==> config.mk <==
export PLATFORM = sky130hd
export DESIGN_NAME = ddft_ctrl
export DESIGN_NICKNAME = d
export VERILOG_FILES = /design/src/rtl/ddft_pkg.sv /design/src/rtl/ddft_ctrl.sv
export SDC_FILE = /design/constraint.sdc
export NUM_CORES = 1
export LEC_CHECK = 0
export BUFFER_PORTS_ARGS = -buffer_cell sky130_fd_sc_hd__buf_2
export CELL_PAD_IN_SITES_DETAIL_PLACEMENT = 0
export CELL_PAD_IN_SITES_GLOBAL_PLACEMENT = 1
export CORE_UTILIZATION = 40
export DETAILED_ROUTE_END_ITERATION = 8
export GPL_ROUTABILITY_DRIVEN = 0
export HOLD_SLACK_MARGIN = 0.1
export MAX_ROUTING_LAYER = met4
export PLACE_DENSITY = 0.88
export SYNTH_ARGS = -nofsm -noshare
export SYNTH_HDL_FRONTEND = slang
export SYNTH_SLANG_ARGS = --single-unit
==> constraint.sdc <==
create_clock -name clk -period 5.1 [get_ports clk]
set_input_delay 0.765 -clock clk [delete_from_list [all_inputs] [get_ports clk]]
set_output_delay 0.765 -clock clk [all_outputs]
set_load 0.01 [all_outputs]
==> src/rtl/ddft_pkg.sv <==
`timescale 1ns / 1ps
`default_nettype none

package ddft_pkg;

    localparam int POINTS_DEF  = 64;
    localparam int SAMPLE_W    = 16;
    localparam int BIN_W       = 22;
    localparam int FRAC_W      = 15;
    localparam int IN_TDATA_W  = ((2 * SAMPLE_W + 7) / 8) * 8;
    localparam int OUT_TDATA_W = ((2 * BIN_W + 7) / 8) * 8;

    // pi/2 and one in Q30
    localparam int HALF_PI_Q30 = 1686629713;
    localparam int Q30_ONE     = 1073741824;

    typedef struct packed {
        logic load_we;   // store the accepted sample word
        logic issue;     // one multiply-accumulate step enters the datapath
        logic first;     // first step of a bin
        logic last;      // last step of a bin
        logic bin_last;  // bin under work is the final one of the run
    } ddft_cmd_t;

    typedef struct packed {
        logic push;      // finished bin moves into the output register
    } ddft_stat_t;

endpackage

`default_nettype wire

==> src/rtl/ddft_ctrl.sv <==
`timescale 1ns / 1ps
`default_nettype none

module ddft_ctrl
    import ddft_pkg::*;
#(
    parameter int POINTS = POINTS_DEF,
    localparam int IDX_W = $clog2(POINTS)
) (
    input  wire logic             clk,
    input  wire logic             rst_n,
    input  wire logic             in_valid,
    output logic                  in_ready,
    input  wire ddft_stat_t       stat,
    output ddft_cmd_t             cmd,
    output logic      [IDX_W-1:0] addr,
    output logic      [IDX_W-1:0] k_step
);

    typedef enum logic [1:0] {
        ST_LOAD,
        ST_MAC,
        ST_DRAIN
    } state_t;

    localparam logic [IDX_W-1:0] IDX_LAST = IDX_W'(POINTS - 1);

    state_t           state_reg, state_next;
    logic [IDX_W-1:0] cnt_reg, cnt_next;
    logic [IDX_W-1:0] k_reg, k_next;

    always_comb
    begin
        in_ready     = (state_reg == ST_LOAD);
        cmd.load_we  = in_ready && in_valid;
        cmd.issue    = (state_reg == ST_MAC);
        cmd.first    = (cnt_reg == '0);
        cmd.last     = (cnt_reg == IDX_LAST);
        cmd.bin_last = (k_reg == IDX_LAST);
        addr         = cnt_reg;
        k_step       = k_reg;
    end

    always_comb
    begin
        state_next = state_reg;
        cnt_next   = cnt_reg;
        k_next     = k_reg;
        case (state_reg)
            ST_LOAD:
            begin
                if (in_valid)
                begin
                    if (cnt_reg == IDX_LAST)
                    begin
                        cnt_next   = '0;
                        k_next     = '0;
                        state_next = ST_MAC;
                    end
                    else
                    begin
                        cnt_next = cnt_reg + 1'b1;
                    end
                end
            end
            ST_MAC:
            begin
                if (cnt_reg == IDX_LAST)
                begin
                    cnt_next   = '0;
                    state_next = ST_DRAIN;
                end
                else
                begin
                    cnt_next = cnt_reg + 1'b1;
                end
            end
            ST_DRAIN:
            begin
                // wait for the bin to leave the rounding pipe
                if (stat.push)
                begin
                    if (k_reg == IDX_LAST)
                    begin
                        k_next     = '0;
                        state_next = ST_LOAD;
                    end
                    else
                    begin
                        k_next     = k_reg + 1'b1;
                        state_next = ST_MAC;
                    end
                end
            end
            default:
            begin
                state_next = ST_LOAD;
            end
        endcase
    end

    always_ff @(posedge clk or negedge rst_n)
    begin
        if (!rst_n)
        begin
            state_reg <= ST_LOAD;
            cnt_reg   <= '0;
            k_reg     <= '0;
        end
        else
        begin
            state_reg <= state_next;
            cnt_reg   <= cnt_next;
            k_reg     <= k_next;
        end
    end

    a_no_load_during_mac: assert property (@(posedge clk) disable iff (!rst_n)
        !(cmd.issue && cmd.load_we))
        else $error("sample write during accumulation");

    a_push_only_in_drain: assert property (@(posedge clk) disable iff (!rst_n)
        stat.push |-> (state_reg == ST_DRAIN))
        else $error("bin pushed outside drain");

    a_last_step_drains: assert property (@(posedge clk) disable iff (!rst_n)
        (cmd.issue && cmd.last) |=> (state_reg == ST_DRAIN))
        else $error("accumulation did not stop after last step");

endmodule

`default_nettype wire

==> flow_metrics.py <==
metrics = {
    "outcome": {
        "status": "finished clean",
    },
    "pwr": {
        "p_int_w": 0.000240,
        "leakage_nw": 0.450,
        "p_sw_w": 0.000159,
        "p_clk_share_pct": 15.8,
        "p_comb_share_pct": 36.6,
        "ir_drop_uv": 186,
        "power_w": 0.000399,
        "sequentialPowerShare_pct": 47.6,
        "power_density_nw_per_um2": 426,
        "p_sw_share_pct": 39.8,
    },
    "synthesis": {
        "synth.avg_cell_area_um2": 9.22,
        "synth_edf_count": 0,
        "synth_fp_nets": 93,
        "postSynthCellCount": 86,
        "netlist_area_um2": 793,
        "yosysWarnings": 0,
        "yosysTopAreaCell": "dfrtp_1",
        "synthArstFlopShare_pct": 100,
        "ys.flop_type": "dfrtp_1",
        "synthTopCellsByArea": "dfrtp_1 44%, o21ai_0 5.7%, ha_1 4.7%",
        "ys_ff_latch": 14,
        "yosysMostFrequentCell": "dfrtp_1",
        "synth_common_cells": "14 x dfrtp_1, 9 x nor2_1, 9 x o21ai_0, 6 x inv_1, 6 x nand2_1",
        "synth_top_area_share_pct": 44.2,
        "seq_area_frac_synth_pct": 44.2,
        "synth_cell_type_count": 33,
    },
    "worst_setup_path": {
        "startpoint": "addr[0]$_DFFE_PN0P_",
        "r2r_setup_slack_ns": 3.16,
        "crit_path_end_kind": "primary output",
        "critical_path.top_delay_family": "simple AND/OR/NAND/NOR gates",
        "worst-r2r-cell-count": 5,
        "crit_type": "reg2out",
        "cp_data_arrival_time_ns": 1.61,
        "crit_chain": "ha_1, nand3_1, nor2_1, buf_2",
        "cp.required_ns": 4.34,
        "crit_slowest_cell": "dfrtp_1",
        "path_buf_inv": 1,
        "reg2reg_to": "k_step[3]$_DFFE_PN0P_",
        "rr_startpoint": "addr[0]$_DFFE_PN0P_",
        "cp_slowest_stage_delay_ns": 0.43,
        "crit_path_start_kind": "flop",
        "critPathMaxFanout": 6,
    },
    "cts": {
        "clk_latency_ns": 0.28,
        "clk_pin_slew_worst_paths_ns": 0.09,
        "cts_tree": "done",
        "post_cts_buffers": 0,
        "cts_resized": 0,
        "htreeDepth": 1,
        "cts-root-buf": "clkbuf_4",
        "clock-sinks": 14,
        "cts_made_buffers": 3,
        "ctsHoldBuffers": 0,
        "clk_path_buf_depth": 2,
    },
    "finish": {
        "nets": 116,
        "utilization_pct": 52.6,
        "syn2layout_area_growth_pct": 18.1,
        "diodes": 0,
        "stdcell_area_um2": 937,
        "drive_gt1_share_pct": 29.0,
    },
    "global_routing": {
        "grt_overflow_total": 0,
        "first_global_vias": 555,
        "antenna_found_initial": 0,
        "grt_pass1_wl_mm": 2.56,
        "grt_max_degree": 16,
        "track_usage_pct": 17.8,
    },
    "sta": {
        "rsz0062_at_grt": "false",
        "relSlewSlack_pct": 70.8,
        "fin_skew_ns": 0.00380,
        "clock.fmax_ghz": 0.422,
        "maxSlewViolCount": 0,
        "fin_crit_sh_pct": 46.5,
        "final.min_clock_period_ns": 2.37,
        "finalHoldViolCount": 0,
        "setup_viol": 0,
        "worst_pin_slew_ns": 0.437,
        "tns_ns": 0,
        "postLayoutSetupSlackWorst_ns": 2.73,
    },
    "die": {
        "initial_core_util_pct": 44.5,
        "rows": 15,
        "die_h_um": 46.5,
        "die_area_um2": 2170,
        "fp.dieW_um": 46.5,
        "core_area_um2": 1780,
        "ios": 22,
    },
    "detailed_routing": {
        "wl_per_cell_um": 12.4,
        "wl_mm": 1.63,
        "firstDrtPassIters": 4,
        "ant_nets": 0,
        "drt_iter0_markers": 8,
        "met2_wirelength_um": 672,
        "drc": 0,
        "vias": 684,
        "routed.top_layer": "met4",
        "wl_met3_um": 68,
        "vias_per_cell": 5.18,
        "m1WireLength_um": 871,
    },
    "worst_hold_path": {
        "hp-class": "in2async",
    },
    "place": {
        "port_buffers": 21,
        "placed_cell_area_um2": 915,
        "pre_cts_ws_ns": 2.95,
        "dp_hpwl_mm": 1.18,
    },
    "run": {
        "max_cap_violations": 0,
    },
}
power groups by stage:
stage / clock network, W / logic (W) / registers, W
global route: 0.0000702 / 0.000167 / 0.000196
global placement: 0 / 0.000147 / 0.000189
CTS: 0.0000651 / 0.000149 / 0.000188
detailed placement: 0 / 0.000148 / 0.000191
finish: 0.0000631 / 0.000146 / 0.000190
floorplan: 0 / 0.0000940 / 0.000191
worst max-delay path by stage:
stage                             to  slack (ns)  cells past startpoint
2_1_floorplan  k_step[3]$_DFFE_PN0P_        3.14                      4
3_3_place_gp   k_step[3]$_DFFE_PN0P_        2.99                      5
3_5_place_dp   k_step[3]$_DFFE_PN0P_        2.95                      5
4_1_cts                       cmd[1]        2.73                      4
5_1_grt                       cmd[1]        2.63                      4
6_report                      cmd[1]        2.73                      4
stage by stage:
step,cells,hold slack (ns)
after CTS,132,0.374
after floorplan,86,0.469
final,132,0.362
after detailed placement,129,0.506
after global placement,129,0.492
after global routing,132,0.381
worst reg2reg max path: stages (launching register included):
cell and delay [ns]:
dfrtp_1 0.43, ha_1 0.22, nand3_1 0.13, o41a_1 0.42, or2_4 0.28, a221o_1 0.35
cells in the final DEF, fill, tap and decap left out:
| cell | n |
|---|---|
| mux2i_1 | 2 |
| and3_1 | 2 |
| or4b_2 | 1 |
| o41a_1 | 1 |
| o31ai_1 | 2 |
| nand2b_1 | 1 |
| buf_2 | 21 |
| dfrtp_1 | 14 |
| xnor2_1 | 2 |
| nor2b_1 | 1 |
| nand2_1 | 6 |
| a21o_2 | 1 |
| or3_1 | 1 |
| o22ai_1 | 1 |
| nand2_2 | 1 |
| nor2_1 | 9 |
| and2_1 | 1 |
| o21ai_0 | 9 |
| nor3_1 | 2 |
| a22o_2 | 1 |
| a22o_1 | 1 |
| a311oi_1 | 1 |
| clkbuf_4 | 3 |
| nor4_1 | 2 |
| nand4b_1 | 2 |
| ha_1 | 3 |
| or2_4 | 1 |
| inv_1 | 6 |
| or2_2 | 2 |
| nand3_1 | 4 |
| a221o_1 | 1 |
| nand4_1 | 1 |
| o2bb2ai_1 | 1 |
per-layer routing:
metal / track usage [%] / vias to the layer above
met4: 10.6 / 0
met1: 26.8 / 311
met2: 21.7 / 18
met5: - / -
li1: - / 353
met3: 2.35 / 2
cell families (layout without fill, tap and decap cells):
group | after synthesis | after routing | share of synthesized area [%]
compound gates | 19 | 19 | 16.7
buf+inv | 9 | 30 | 4.73
fa+ha+maj | 3 | 3 | 4.73
flops | 14 | 14 | 44.2
xor+xnor | 2 | 2 | 2.21
simple gates | 37 | 37 | 24.9
mux | 2 | 2 | 2.52
area by class of cell:
type,count,area [um^2]
well taps,25,31.3
repair buffers,21,105
fillers,178,846
multi-input cells,63,405
inverters,6,22.5
clock buffers,3,22.5
flip-flops and latches,14,350
Note: power is estimated with default switching activity, not from simulation.
